==> src/hw/rtl/rld_pkg.sv <==
package rld_pkg;

    localparam int unsigned LENGTH_WIDTH_DEF = 24;
    localparam int unsigned CFG_WIDTH        = 24;
    localparam int unsigned BYTE_WIDTH       = 8;
    localparam int unsigned KIND_WIDTH       = 2;
    localparam int unsigned COUNT_WIDTH      = 15;
    localparam int unsigned STATUS_WIDTH     = 2;
    localparam int unsigned OUT_TDATA_WIDTH  = 16;

    typedef enum logic [KIND_WIDTH-1:0] {
        KIND_BYTE = 2'd0,
        KIND_TICK = 2'd1,
        KIND_END  = 2'd2,
        KIND_NOP  = 2'd3
    } t_kind;

    typedef enum logic [STATUS_WIDTH-1:0] {
        ST_NONE         = 2'd0,
        ST_ZERO_LITERAL = 2'd1,
        ST_TOO_LONG     = 2'd2,
        ST_EARLY_END    = 2'd3
    } t_status;

    typedef struct packed {
        logic                    out_valid;
        logic [BYTE_WIDTH-1:0]   out_byte;
        logic                    byte_taken;
        logic                    done_res;
        t_status                 error_code;
    } t_result;

endpackage

==> src/hw/rtl/rld_core.sv <==
module rld_core #(
    parameter int unsigned LENGTH_WIDTH = rld_pkg::LENGTH_WIDTH_DEF
) (
    input  logic                              i_clk,
    input  logic                              i_rst_n,
    input  logic                              i_cfg_wr_en,
    input  logic [rld_pkg::CFG_WIDTH-1:0]     i_cfg_wr_data,
    input  logic                              i_step,
    input  rld_pkg::t_kind                    i_kind,
    input  logic [rld_pkg::BYTE_WIDTH-1:0]    i_byte,
    output rld_pkg::t_result                  o_result
);
    import rld_pkg::*;

    typedef enum logic [2:0] {
        PH_TAG_LO   = 3'd0,
        PH_TAG_HI   = 3'd1,
        PH_RUN_CHAR = 3'd2,
        PH_RUN_EMIT = 3'd3,
        PH_LITERAL  = 3'd4
    } t_phase;

    t_phase                  r_phase, n_phase;
    logic [BYTE_WIDTH-1:0]   r_tag_lo, n_tag_lo;
    logic [COUNT_WIDTH-1:0]  r_packet_count, n_packet_count;
    logic [BYTE_WIDTH-1:0]   r_run_char, n_run_char;
    logic [LENGTH_WIDTH-1:0] r_remaining, n_remaining;
    t_status                 r_status, n_status;

    logic                    w_idle;
    logic [COUNT_WIDTH-1:0]  w_count;
    logic [COUNT_WIDTH-1:0]  w_count_dec;
    logic                    w_valid;
    logic [BYTE_WIDTH-1:0]   w_obyte;
    logic                    w_taken;

    assign w_idle      = (r_status != ST_NONE) ||
                         (r_phase == PH_TAG_LO && r_remaining == '0);
    assign w_count     = {i_byte[BYTE_WIDTH-2:0], r_tag_lo};
    assign w_count_dec = r_packet_count - COUNT_WIDTH'(1);

    always_comb begin
        n_phase        = r_phase;
        n_tag_lo       = r_tag_lo;
        n_packet_count = r_packet_count;
        n_run_char     = r_run_char;
        n_remaining    = r_remaining;
        n_status       = r_status;
        w_valid        = 1'b0;
        w_obyte        = '0;
        w_taken        = 1'b0;
        if (!w_idle) begin
            case (i_kind)
                KIND_BYTE: begin
                    case (r_phase)
                        PH_TAG_LO: begin
                            n_tag_lo = i_byte;
                            n_phase  = PH_TAG_HI;
                            w_taken  = 1'b1;
                        end
                        PH_TAG_HI: begin
                            w_taken = 1'b1;
                            if (LENGTH_WIDTH'(w_count) > r_remaining) begin
                                n_status = ST_TOO_LONG;
                            end else if (i_byte[BYTE_WIDTH-1]) begin
                                n_packet_count = w_count;
                                n_phase        = PH_RUN_CHAR;
                            end else if (w_count == '0) begin
                                n_status = ST_ZERO_LITERAL;
                            end else begin
                                n_packet_count = w_count;
                                n_phase        = PH_LITERAL;
                            end
                        end
                        PH_RUN_CHAR: begin
                            n_run_char = i_byte;
                            w_taken    = 1'b1;
                            n_phase    = (r_packet_count == '0) ? PH_TAG_LO : PH_RUN_EMIT;
                        end
                        PH_LITERAL: begin
                            w_taken        = 1'b1;
                            w_valid        = 1'b1;
                            w_obyte        = i_byte;
                            n_remaining    = r_remaining - LENGTH_WIDTH'(1);
                            n_packet_count = w_count_dec;
                            if (w_count_dec == '0) begin
                                n_phase = PH_TAG_LO;
                            end
                        end
                        default: begin
                        end
                    endcase
                end
                KIND_TICK: begin
                    if (r_phase == PH_RUN_EMIT) begin
                        w_valid        = 1'b1;
                        w_obyte        = r_run_char;
                        n_remaining    = r_remaining - LENGTH_WIDTH'(1);
                        n_packet_count = w_count_dec;
                        if (w_count_dec == '0) begin
                            n_phase = PH_TAG_LO;
                        end
                    end
                end
                KIND_END: begin
                    if (r_phase != PH_RUN_EMIT ||
                        r_remaining != LENGTH_WIDTH'(r_packet_count)) begin
                        n_status = ST_EARLY_END;
                    end
                end
                default: begin
                end
            endcase
        end
    end

    always_comb begin
        o_result.out_valid  = w_valid;
        o_result.out_byte   = w_obyte;
        o_result.byte_taken = w_taken;
        o_result.done_res   = (n_status == ST_NONE) && (n_phase == PH_TAG_LO) &&
                              (n_remaining == '0);
        o_result.error_code = n_status;
    end

    always_ff @(posedge i_clk) begin
        if (!i_rst_n) begin
            r_phase        <= PH_TAG_LO;
            r_tag_lo       <= '0;
            r_packet_count <= '0;
            r_run_char     <= '0;
            r_remaining    <= '0;
            r_status       <= ST_NONE;
        end else if (i_cfg_wr_en) begin
            r_phase        <= PH_TAG_LO;
            r_tag_lo       <= '0;
            r_packet_count <= '0;
            r_run_char     <= '0;
            r_remaining    <= LENGTH_WIDTH'(i_cfg_wr_data);
            r_status       <= ST_NONE;
        end else if (i_step) begin
            r_phase        <= n_phase;
            r_tag_lo       <= n_tag_lo;
            r_packet_count <= n_packet_count;
            r_run_char     <= n_run_char;
            r_remaining    <= n_remaining;
            r_status       <= n_status;
        end
    end

    a_run_count_nonzero: assert property (@(posedge i_clk) disable iff (!i_rst_n)
        r_phase == PH_RUN_EMIT |-> r_packet_count != '0)
        else $error("run phase with empty count");

    a_packet_fits: assert property (@(posedge i_clk) disable iff (!i_rst_n)
        (r_phase == PH_RUN_EMIT || r_phase == PH_LITERAL) |->
        r_remaining >= LENGTH_WIDTH'(r_packet_count))
        else $error("packet longer than remaining length");

    a_taken_only_bytes: assert property (@(posedge i_clk) disable iff (!i_rst_n)
        o_result.byte_taken |-> i_kind == KIND_BYTE)
        else $error("byte taken on non-byte item");

    a_restart_clears: assert property (@(posedge i_clk) disable iff (!i_rst_n)
        i_cfg_wr_en |=> (r_status == ST_NONE && r_phase == PH_TAG_LO))
        else $error("restart did not clear state");

endmodule

==> src/hw/rtl/run_length_decoder_unit.sv <==
// Run-length decoder.
// Input stream (s_*): tuser = kind (0 compressed byte, 1 tick, 2 end of stream),
// tdata = compressed byte. Each accepted item yields exactly one result item.
// Output stream (m_*): tuser = out_valid, tdata = out_byte, byte_taken,
// done_res, error_code. A result with byte_taken low asks the source to
// offer the same compressed byte again.
// Configuration: a pulse on i_cfg_wr_en loads expected_length and restarts
// the job; write it only while no items are in flight.
// Throughput: one item per cycle while s_tready is high; the decoder state
// updates in the accept cycle, so each item sees the state left by the one before.
// Stall: the output register is backed by a one-entry skid buffer, so one
// more item is taken while a result waits; s_tready drops once the skid
// holds an item.
// Reset: synchronous, active low; clears the job (expected_length 0, which
// reads as done) and empties the output buffers.
module run_length_decoder_unit #(
    parameter int unsigned LENGTH_WIDTH = rld_pkg::LENGTH_WIDTH_DEF
) (
    input  logic                                 i_clk,
    input  logic                                 i_rst_n,
    input  logic                                 i_cfg_wr_en,
    input  logic [rld_pkg::CFG_WIDTH-1:0]        i_cfg_wr_data,
    input  logic                                 i_s_tvalid,
    output logic                                 o_s_tready,
    input  logic [rld_pkg::BYTE_WIDTH-1:0]       i_s_tdata,  // [7:0] in_byte
    input  logic [rld_pkg::KIND_WIDTH-1:0]       i_s_tuser,  // [1:0] kind
    output logic                                 o_m_tvalid,
    input  logic                                 i_m_tready,
    // [7:0] out_byte, [8] byte_taken, [9] done_res, [11:10] error_code, [15:12] zero
    output logic [rld_pkg::OUT_TDATA_WIDTH-1:0]  o_m_tdata,
    output logic                                 o_m_tuser   // [0] out_valid
);
    import rld_pkg::*;

    t_result w_result;
    logic    w_accept;
    logic    w_out_free;

    logic    r_out_valid;
    t_result r_out;
    logic    r_skid_valid;
    t_result r_skid;

    assign o_s_tready = !r_skid_valid;
    assign w_accept   = i_s_tvalid && o_s_tready;
    assign w_out_free = !r_out_valid || i_m_tready;

    rld_core #(
        .LENGTH_WIDTH(LENGTH_WIDTH)
    ) u_core (
        .i_clk         (i_clk),
        .i_rst_n       (i_rst_n),
        .i_cfg_wr_en   (i_cfg_wr_en),
        .i_cfg_wr_data (i_cfg_wr_data),
        .i_step        (w_accept),
        .i_kind        (t_kind'(i_s_tuser)),
        .i_byte        (i_s_tdata),
        .o_result      (w_result)
    );

    always_ff @(posedge i_clk) begin
        if (!i_rst_n) begin
            r_out_valid  <= 1'b0;
            r_skid_valid <= 1'b0;
        end else if (w_out_free) begin
            if (r_skid_valid) begin
                r_out_valid  <= 1'b1;
                r_skid_valid <= 1'b0;
            end else begin
                r_out_valid  <= w_accept;
            end
        end else if (w_accept) begin
            r_skid_valid <= 1'b1;
        end
    end

    always_ff @(posedge i_clk) begin
        if (w_out_free) begin
            r_out <= r_skid_valid ? r_skid : w_result;
        end
        if (!w_out_free && w_accept) begin
            r_skid <= w_result;
        end
    end

    assign o_m_tvalid = r_out_valid;
    assign o_m_tuser  = r_out.out_valid;
    assign o_m_tdata  = {4'b0000, r_out.error_code, r_out.done_res,
                         r_out.byte_taken, r_out.out_byte};

endmodule
==> config.mk <==
export PLATFORM = sky130hd
export DESIGN_NAME = run_length_decoder_unit
export DESIGN_NICKNAME = d
export VERILOG_FILES = /design/src/hw/rtl/rld_pkg.sv /design/src/hw/rtl/rld_core.sv /design/src/hw/rtl/run_length_decoder_unit.sv
export SDC_FILE = /design/constraint.sdc
export NUM_CORES = 1
export LEC_CHECK = 0
export BUFFER_PORTS_ARGS = -buffer_cell sky130_fd_sc_hd__buf_2
export CORE_ASPECT_RATIO = 1.2
export CORE_MARGIN = 2
export CORE_UTILIZATION = 50
export CTS_BUF_LIST = sky130_fd_sc_hd__clkbuf_8 sky130_fd_sc_hd__clkbuf_16
export DETAILED_ROUTE_END_ITERATION = 16
export GPL_ROUTABILITY_DRIVEN = 0
export PLACE_DENSITY_LB_ADDON = 0.15
export SYNTH_ARGS = -nofsm -noshare
export SYNTH_HDL_FRONTEND = slang
export SYNTH_SLANG_ARGS = --single-unit
==> constraint.sdc <==
create_clock -name i_clk -period 4.02 [get_ports i_clk]
set_clock_uncertainty 0.05 [all_clocks]
set_input_delay 0.603 -clock i_clk [delete_from_list [all_inputs] [get_ports i_clk]]
set_output_delay 0.603 -clock i_clk [all_outputs]
set_load 0.01 [all_outputs]
==> results of run 1 <==
-- worst max-delay path, delay by kind of cell (launching register included) --
| kind | cells | cell delay, ps |
|---|---|---|
| buffers and inverters | 2 | 340 |
| and+or+nand+nor | 3 | 1150 |
| adders and majority gates | 1 | 270 |
| AOI/OAI and AO/OA | 4 | 880 |
| DFF | 1 | 390 |
-- cells by family after synthesis --
| group | count (synthesis) | share of synthesized area [%] |
|---|---|---|
| simple gates | 299 | 26.6 |
| compound gates | 144 | 17.0 |
| xor+xnor | 46 | 7.18 |
| fa+ha+maj | 19 | 4.19 |
| mux | 18 | 3.25 |
| other cells | 1 | 0.0668 |
| buf+inv | 78 | 5.66 |
| flops | 88 | 36.0 |
-- worst max-delay path by stage --
stage	from	to	cells after the start
6_report	u_core.r_remaining[0]	u_core.r_packet_count[9]	10
5_1_grt	u_core.r_remaining[1]	u_core.r_packet_count[9]	10
4_1_cts	u_core.r_remaining[11]	u_core.r_packet_count[9]	10
3_3_place_gp	i_s_tdata[6]	u_core.r_packet_count[5]	10
2_1_floorplan	u_core.r_remaining[12]	o_m_tdata[9]	11
3_5_place_dp	i_s_tdata[6]	u_core.r_packet_count[5]	10
-- per-layer routing --
layer / track usage (%) / up-vias
met5: 0 / -
met4: 10.2 / 0
met3: 4.60 / 25
met2: 42.3 / 200
met1: 34.3 / 2426
li1: - / 2485
-- through the flow --
step	hold slack, ps	setup slack, ps	instances	power (W)
2_1_floorplan	414	1220	696	0.00119
3_3_place_gp	427	838	835	0.00127
3_5_place_dp	443	725	835	0.00128
4_1_cts	461	808	851	0.00206
5_1_grt	499	494	851	0.00214
6_report	459	771	851	0.00205
-- sequential cells by signal (all words and copies together) (netlist names) --
register and count:
o_m_tvalid 1, u_core.r_remaining 24, u_core.r_status 2, o_m_tuser 1, u_core.r_packet_count 15, u_core.r_tag_lo 8
o_m_tdata 12, u_core.r_phase 3, u_core.r_run_char 8, r_skid 13, r_skid_valid 1
-- synth_stat cells (2+ instances only) --
cell type / count / area [sq um]
nand4_1: 13 / 81.3
or3_1: 5 / 31.3
nand3b_1: 2 / 15.0
o21ai_2: 2 / 17.5
or2_2: 4 / 25.0
mux2_2: 2 / 22.5
a22o_1: 2 / 17.5
clkbuf_1: 40 / 150
o211a_1: 2 / 20.0
o211ai_1: 4 / 30.0
nand2_1: 83 / 312
nor4_1: 15 / 93.8
or4_1: 4 / 30.0
o21ai_1: 10 / 50.1
o31ai_1: 16 / 120
nand3_1: 16 / 80.1
mux2i_1: 16 / 160
nor3_1: 28 / 140
a22oi_1: 9 / 67.6
o21ai_0: 37 / 185
nor2_1: 75 / 282
a31oi_1: 6 / 37.5
dfxtp_1: 62 / 1240
buf_4: 4 / 30.0
xor2_1: 10 / 87.6
a32oi_1: 2 / 17.5
buf_2: 8 / 40.0
nand2b_1: 5 / 31.3
a21oi_1: 30 / 150
inv_1: 24 / 90.1
and2_1: 24 / 150
ha_1: 18 / 225
and4_1: 2 / 17.5
nor4b_1: 2 / 17.5
a41o_2: 2 / 22.5
a211oi_1: 6 / 45.0
nor3b_1: 3 / 22.5
edfxtp_1: 26 / 781
o31a_1: 2 / 17.5
xnor2_1: 36 / 315
nor2b_1: 6 / 37.5
and3_1: 3 / 18.8
nor4_2: 2 / 25.0
-- power groups by stage --
stage | sequential (W) | combinational, W | clock [W]
after floorplan | 0.000982 | 0.000205 | 0
after global placement | 0.000995 | 0.000276 | 0
after detailed placement | 0.000996 | 0.000282 | 0
after CTS | 0.000976 | 0.000284 | 0.000797
after global routing | 0.000980 | 0.000319 | 0.000840
final | 0.000976 | 0.000287 | 0.000788
-- cell type report --
cell class,instances,share of cell area [%]
Inverter,25,1.52
Tap cell,132,2.68
Multi-Input combinational cell,530,53.3
Sequential cell,88,32.8
Clock buffer,9,3.66
Clock inverter,7,0.793
Timing Repair Buffer,60,5.16
==> impl_metrics.yaml, run 1 <==
run_status:
  run_status: "complete, no violations"
clocking:
  h-tree-depth: 3
  cts_resized: 0
  cts_tree: "done"
  clock_sinks: 88
  postCtsSetupRepairBufs: 0
  cts_inserted_buffers: 9
  root_buffer: "clkbuf_16"
  clkLatencyLatePin_ps: 340
  cts_hold_buffers: 0
  clk_path_buf_depth: 2
  clk_pin_slew_worst_paths_ps: 70
worst_setup_path:
  worst_setup_path_start_kind: "register"
  cp_cell_sequence: "inv_1, ha_1, nor4b_1, nand4_1, o21ai_2, buf_4, nor3_1, o21a_1, a21oi_1, a211oi_1"
  worstPathMaxFanout: 17
  reg2reg_depth: 10
  crit_required_ps: 4160
  slowest_delay_ps: 610
  r2r-end: "u_core.r_packet_count[9]"
  worstSetupEndpointType: "register"
  arrival_ps: 3390
  rrSetupSlack_ps: 770
  crit_path_top_delay_cell: "nor4b_1"
  worstReg2RegStart: "u_core.r_remaining[0]"
  path_class: "reg2reg"
yosys:
  async_flop_share_pct: 0
  yosysWarnings: 0
  synth_ff_type: "dfxtp_1"
  synth_seq_area_share_pct: 36.0
  synth_area_sq_mm: 0.00561
  synth_edf_count: 26
  synth.avg_cell_area_sq_um: 8.10
  yosysUniqueCellTypes: 68
  yosys_register_bits: 88
  synthCells: 693
sta:
  rsz0062_at_grt: "false"
  relSlewSlack_pct: 45.1
  maxSlewViolCount: 0
  fmaxAchievable_mhz: 308
  setup_tns_ps: 0
  period_needed_ps: 3250
  tightest_slew_ps: 823
  setup_viol: 0
  finalCritPeriodShare_pct: 80.8
  finalHoldViolCount: 0
floorplan:
  dieArea_sq_mm: 0.0121
  die_x_microns: 101
  start_util_pct: 51.1
  fp.coreArea_sq_mm: 0.0110
  fp-row-count: 42
  io_pins: 58
  fp.dieH_microns: 120
min_path:
  hp-start: "u_core.r_run_char[0]"
  holdPathStages: 2
  hold_path.class: "reg2reg"
  holdPathEnd: "u_core.r_run_char[0]"
placed_design:
  port-buffer-count: 53
  dp_hpwl_microns: 11200
  post_dp_cell_area_sq_mm: 0.00588
detailed_routing:
  dr.max_layer_used: "met4"
  num_vias: 5136
  first_pass_iters: 6
  wire_per_inst_microns: 17.9
  drc: 0
  vias_per_cell: 6.04
  wl_met2_microns: 7360
  drt_iter0_markers: 361
  ant_nets: 0
  routed_wl_microns: 15300
  wl_met1_microns: 6710
  route.met3.wl_microns: 816
pwr:
  p_leak_nw: 2.33
  switchingPower_w: 0.000577
  clkPwrFrac_pct: 38.4
  p_int_w: 0.00147
  combPwrFrac_pct: 14.0
  powerDensity_mw_per_mm2: 333
  swShare_pct: 28.1
  ir_worst_vdd_uv: 175
  pwr-share-seq_pct: 47.6
job:
  drv_cap: 0
cells_and_area:
  drive_gt1_share_pct: 13.1
  fin_nets: 771
  diodes: 0
  num-fill-cells: 1037
  seq_area_sq_mm: 0.00202
  post-route-cell-area_sq_mm: 0.00616
  areaGrowthSynthToFinish_pct: 9.70
  final_core_util_pct: 56.1
  multi_input_area_sq_mm: 0.00328
  final_cell_mix: "nand2_1, nor2_1, dfxtp_1"
  final_common_cell: "nand2_1"
grt:
  antenna_found_initial: 0
  grt_overflow: 0
  grt_first_pass_wirelength_microns: 25100
  grt_max_degree: 51
  grt.total_usage_pct: 26.1
  first_global_vias: 4931
Note: power is estimated with default switching activity, not from simulation.
==> inputs of run 2 (changes only) <==
- ABC_AREA: not set -> 1
- clock period: 4.02 -> 2.96 ns (I/O delays scaled with it)
==> impl_metrics.yaml, run 2 <==
grt:
  grt_overflow: 0
  grt.total_usage_pct: 30.0
  grt_first_pass_wirelength_microns: 32300
  grt_max_degree: 32
  antenna_found_initial: 0
  first_global_vias: 6336
detailed_routing:
  drc: 0
  wire_per_inst_microns: 15.9
  vias_per_cell: 5.44
  num_vias: 6833
  ant_nets: 0
  drt_iter0_markers: 434
  first_pass_iters: 8
  routed_wl_microns: 20000
yosys:
  yosysWarnings: 0
  synth_adder_area_share_pct: 3.45
  synthMuxAreaShare_pct: 0
  yosys_register_bits: 88
  synth_top_family_by_area: "simple AND/OR/NAND/NOR gates"
  yosysMostFrequentCell: "nand2_1"
  yosysUniqueCellTypes: 44
  synth_compound_area_share_pct: 13.8
  synthCells: 1032
  yosys-top-cells-area: "nand2_1, dfxtp_1, edfxtp_1, nor2_1, inv_1"
  synth_top_cell_by_area: "nand2_1"
  synth_top_cell_area_share_pct: 19.7
  synth.avg_cell_area_sq_um: 6.33
  synthTopCellsByCount: "nand2_1, nor2_1, inv_1"
  synth_area_sq_mm: 0.00653
  synth_edf_count: 26
  synth_ff_type: "dfxtp_1"
  synthXorXnorAreaFrac_pct: 1.21
  async_flop_share_pct: 0
  synthSimpleGateAreaFrac_pct: 40.3
  synth_seq_area_share_pct: 31.0
sta:
  maxSlewViolCount: 0
  finalHoldViolCount: 0
  finalCritPeriodShare_pct: 91.3
  setup_tns_ps: 0
  setup_viol: 0
  tightest_slew_ps: 562
  fmaxAchievable_mhz: 370
  period_needed_ps: 2700
  rsz0062_at_grt: "false"
  relSlewSlack_pct: 62.5
cells_and_area:
  reg.largest.list: "u_core.r_remaining (24), u_core.r_packet_count (15), r_skid (13)"
  largest_reg_flops: 24
  diodes: 0
  final_cell_mix: "nand2_1, nor2_1, inv_1"
  areaGrowthSynthToFinish_pct: 11.4
  post-route-cell-area_sq_mm: 0.00727
  final_common_cell: "nand2_1"
  drive_gt1_share_pct: 13.1
  regMostFlops: "u_core.r_remaining"
  fin_nets: 1144
pwr:
  p_leak_nw: 3.50
  powerDensity_mw_per_mm2: 444
  total_power_w: 0.00323
  ir_worst_vdd_uv: 264
clocking:
  clk_path_buf_depth: 2
  clkLatencyLatePin_ps: 360
  clk_pin_slew_worst_paths_ps: 70
  clock_sinks: 88
  h-tree-depth: 3
  root_buffer: "clkbuf_16"
  cts_tree: "done"
  postCtsSetupRepairBufs: 0
  cts_inserted_buffers: 9
placed_design:
  post_dp_cell_area_sq_mm: 0.00698
  port-buffer-count: 53
  dp_hpwl_microns: 15700
worst_setup_path:
  crit_path_top_delay_cell: "dfxtp_1"
  worstPathMaxFanout: 11
  slowest_delay_ps: 510
  startpoint: "u_core.r_phase[0]"
  cpLargestDelayFamily: "simple AND/OR/NAND/NOR gates"
  worstReg2RegStart: "u_core.r_phase[0]"
  crit_required_ps: 3120
  worstSetupEndpointType: "register"
  crit_path_end: "o_m_tdata[9]"
  crit_path_frequent_cell: "nand2_1"
  reg2reg_depth: 16
  crit_buf_inv: 1
  rrSetupSlack_ps: 260
  worst_setup_path_start_kind: "register"
  path_depth: 16
  r2r-end: "o_m_tdata[9]"
  path_class: "reg2reg"
  arrival_ps: 2870
  cp_cell_sequence: "nor2_2, nand2_2, nor2_8, nor2_2, o21ai_0, nand3_1, nand2_1, inv_1, nand2_1, nor2_1, nand2_1, nor2_1, nand3_1, nor2_1, nand2_1, a21oi_2"
job:
  drv_cap: 0
floorplan:
  dieArea_sq_mm: 0.0140
  die_x_microns: 108
  io_pins: 58
  start_util_pct: 51.3
  fp.dieH_microns: 129
  fp.coreArea_sq_mm: 0.0127
  fp-row-count: 45
run_status:
  run_status: "complete, no violations"
min_path:
  hp-start: "i_cfg_wr_data[18]"
  hold_path.class: "in2reg"
  holdPathStages: 3
==> run 2: cell count changes in the layout (fill, tap and decap cells not counted), moves of 18 or more <==
cell and delta:
nor2_1 +54, nand3_1 +44, a31oi_1 +21, nor3_1 -23, inv_1 +77, xnor2_1 -31, and2_1 -22, a21oi_1 +26
nand2_1 +259, buf_4 +18, o21ai_0 +21
==> run 2: final cells by class <==
class	instances	area, sq um
fill	1369	5450
multi-input combinational	793	3850
clock inverter	7	70.1
clock buffer	9	225
sequential	88	2020
inverter	117	444
timing repair buffer	78	453
tap	164	205
==> run 2: timing repair <==
action | in CTS | in global routing
hold buffers | 0 | 0
setup endpoints to repair | 0 | 1
gates resized for setup | 0 | 1
==> run 2: worst min-delay path by stage <==
stage                                         to  slack (ps)
after floorplan             u_core.r_run_char[5]         410
after detailed placement    u_core.r_run_char[7]         440
final                     u_core.r_remaining[18]         300
after global routing      u_core.r_remaining[19]         310
after global placement      u_core.r_run_char[5]         430
after CTS                 u_core.r_remaining[12]         290
==> run 2: logic make-up (layout without fill, tap and decap cells) <==
family / Yosys count / after routing
AO/OA/AOI/OAI: 163 / 163
XOR/XNOR: 9 / 9
adder cells (fa/ha/maj): 18 / 18
buffers and inverters: 154 / 211
flip-flops: 88 / 88
other: 1 / 4
AND/OR/NAND/NOR: 599 / 599
==> run 2: power breakdown <==
group | leakage (nW) | switching [W] | internal [W] | total (W)
sequential | 0.783 | 0.0000559 | 0.00129 | 0.00134
combinational | 2.57 | 0.000495 | 0.000250 | 0.000745
clock | 0.144 | 0.000547 | 0.000597 | 0.00114
==> run 2: metrics by stage <==
| step | hold WS (ps) | util (%) | worst slack [ps] | instances |
|---|---|---|---|---|
| after floorplan | 406 | - | 692 | 1035 |
| after global routing | 313 | 57.2 | 35.4 | 1256 |
| after global placement | 429 | 54.8 | 155 | 1240 |
| after CTS | 295 | 57.1 | 251 | 1256 |
| final | 303 | 57.2 | 258 | 1256 |
| after detailed placement | 439 | 54.8 | 134 | 1240 |
==> run 2: worst min-delay path, cell delays in order <==
cell and delay [ps]:
buf_2 90, nand2_1 50, a31oi_1 70
==> run 2: metal layers <==
layer | vias to the layer above | global-route usage (%) | share of wire (%)
li1 | 3447 | - | -
met5 | - | 0 | 0
met4 | 0 | 15.2 | 4.2
met1 | 3063 | 38.3 | 43
met3 | 62 | 4.07 | 6.3
met2 | 261 | 49.5 | 47
==> inputs of run 3 (changes only) <==
- ABC_AREA: 1 -> not set
==> impl_metrics.yaml, run 3 (same netlist as run 1, synthesis figures left out) <==
pwr:
  ir_worst_vdd_uv: 333
  powerDensity_mw_per_mm2: 437
  p_leak_nw: 2.72
floorplan:
  fp.dieH_microns: 120
  dieArea_sq_mm: 0.0121
  start_util_pct: 51.1
  fp.coreArea_sq_mm: 0.0110
  fp-row-count: 42
  io_pins: 58
  die_x_microns: 101
sta:
  setup_viol: 0
  maxSlewViolCount: 0
  timing.hold.ws_ps: 317
  period_needed_ps: 2910
  finalHoldViolCount: 0
  tightest_slew_ps: 697
  relSlewSlack_pct: 53.1
  setup_tns_ps: 0
  fmaxAchievable_mhz: 344
  finalCritPeriodShare_pct: 98.3
detailed_routing:
  first_pass_iters: 7
  routed_wl_microns: 16200
  drt_iter0_markers: 460
  ant_nets: 0
  wire_per_inst_microns: 17.5
  num_vias: 5458
  vias_per_cell: 5.91
  drc: 0
clocking:
  h-tree-depth: 3
  clkLatencyLatePin_ps: 340
  postCtsSetupRepairBufs: 0
  clock_sinks: 88
  root_buffer: "clkbuf_16"
  clk_pin_slew_worst_paths_ps: 70
  cts_tree: "done"
  cts_inserted_buffers: 9
  clk_path_buf_depth: 2
cells_and_area:
  reg.largest.list: "u_core.r_remaining (24), u_core.r_packet_count (15), r_skid (13)"
  final_common_cell: "nand2_1"
  regMostFlops: "u_core.r_remaining"
  diodes: 0
  seq_area_sq_mm: 0.00202
  largest_reg_flops: 24
  areaGrowthSynthToFinish_pct: 20.8
  fin_nets: 844
  drive_gt1_share_pct: 21.8
  multi_input_area_sq_mm: 0.00331
  final_cell_mix: "nand2_1, buf_4, nor2_1"
  num-fill-cells: 993
job:
  drv_cap: 0
worst_setup_path:
  crit_path_top_delay_cell: "or4_1"
  cp_cell_sequence: "or4_1, nor4_4, xnor2_1, nand4_1, o31ai_2, nand2_1, a21oi_1, a41o_1"
  crit_buf_inv: 0
  slowest_delay_ps: 670
  path_class: "reg2reg"
  cpLargestDelayFamily: "simple AND/OR/NAND/NOR gates"
  worstSetupEndpointType: "register"
  arrival_ps: 3070
  crit_required_ps: 3120
  worst_setup_path_start_kind: "register"
  worstPathMaxFanout: 6
grt:
  grt_overflow: 0
  grt_max_degree: 36
  first_global_vias: 5338
  antenna_found_initial: 0
  grt_first_pass_wirelength_microns: 26400
  grt.total_usage_pct: 27.8
run_status:
  run_status: "complete, no violations"
placed_design:
  port-buffer-count: 53
  dp_hpwl_microns: 12300
min_path:
  hold_path.class: "in2reg"
-- run 3: timing repair --
action / in CTS / in global routing
resized for setup: 0 / 6
hold buffers: 0 / 0
setup endpoints to repair: 0 / 6
-- run 3: worst register-to-register path, delay by kind of cell, from the launching register on --
| family | cells | cell delay [ps] |
|---|---|---|
| compound gates | 3 | 890 |
| simple gates | 4 | 1360 |
| flops | 1 | 310 |
| xor+xnor | 1 | 160 |
-- run 3: final cells by class --
class,instances,share of cell area (%)
multi-input cells,530,48.9
flip-flops and latches,88,29.9
repair buffers,133,13.0
clock buffers,9,3.32
well taps,132,2.44
inverters,25,1.38
clock inverters,7,1.18
-- run 3: path summary, 6_finish.rpt --
kind | start | endpoint | slack (ps) | cells after the start
worst max-delay path | u_core.r_packet_count[4] | o_m_tdata[9] | 50 | 8
worst min-delay path | i_cfg_wr_data[1] | u_core.r_remaining[1] | 320 | 3
worst max register to register | u_core.r_packet_count[4] | o_m_tdata[9] | 50 | 8
worst min register to register | u_core.r_run_char[5] | u_core.r_run_char[5] | 450 | 2
-- run 3: routing by layer --
layer,global-route usage [%],up-vias,share of wire [%],wire length [microns]
li1,-,2632,-,-
met1,35.6,2551,42,6760
met2,46.4,230,49,7850
met3,3.73,45,5.9,959
met4,11.8,0,3.7,598
met5,0,-,0,0
-- run 3: power by group --
group          internal (W)  switching, W  total (W)
clock              0.000665      0.000512    0.00118
combinational      0.000202      0.000278   0.000480
sequential          0.00128     0.0000266    0.00131
-- run 3: per-stage QoR --
| stage | std cells | setup WS (ps) | area, sq um | total power [W] | util, % |
|---|---|---|---|---|---|
| 5_1_grt | 924 | -22.5 | 6780 | 0.00308 | 61.7 |
| 6_report | 924 | 51.8 | 6780 | 0.00296 | 61.7 |
| 4_1_cts | 924 | 91.2 | 6750 | 0.00297 | 61.4 |
| 3_3_place_gp | 908 | 120 | 6440 | 0.00179 | 58.7 |
| 2_1_floorplan | 696 | 162 | 5620 | 0.00161 | - |
| 3_5_place_dp | 908 | 56.8 | 6440 | 0.00180 | 58.7 |
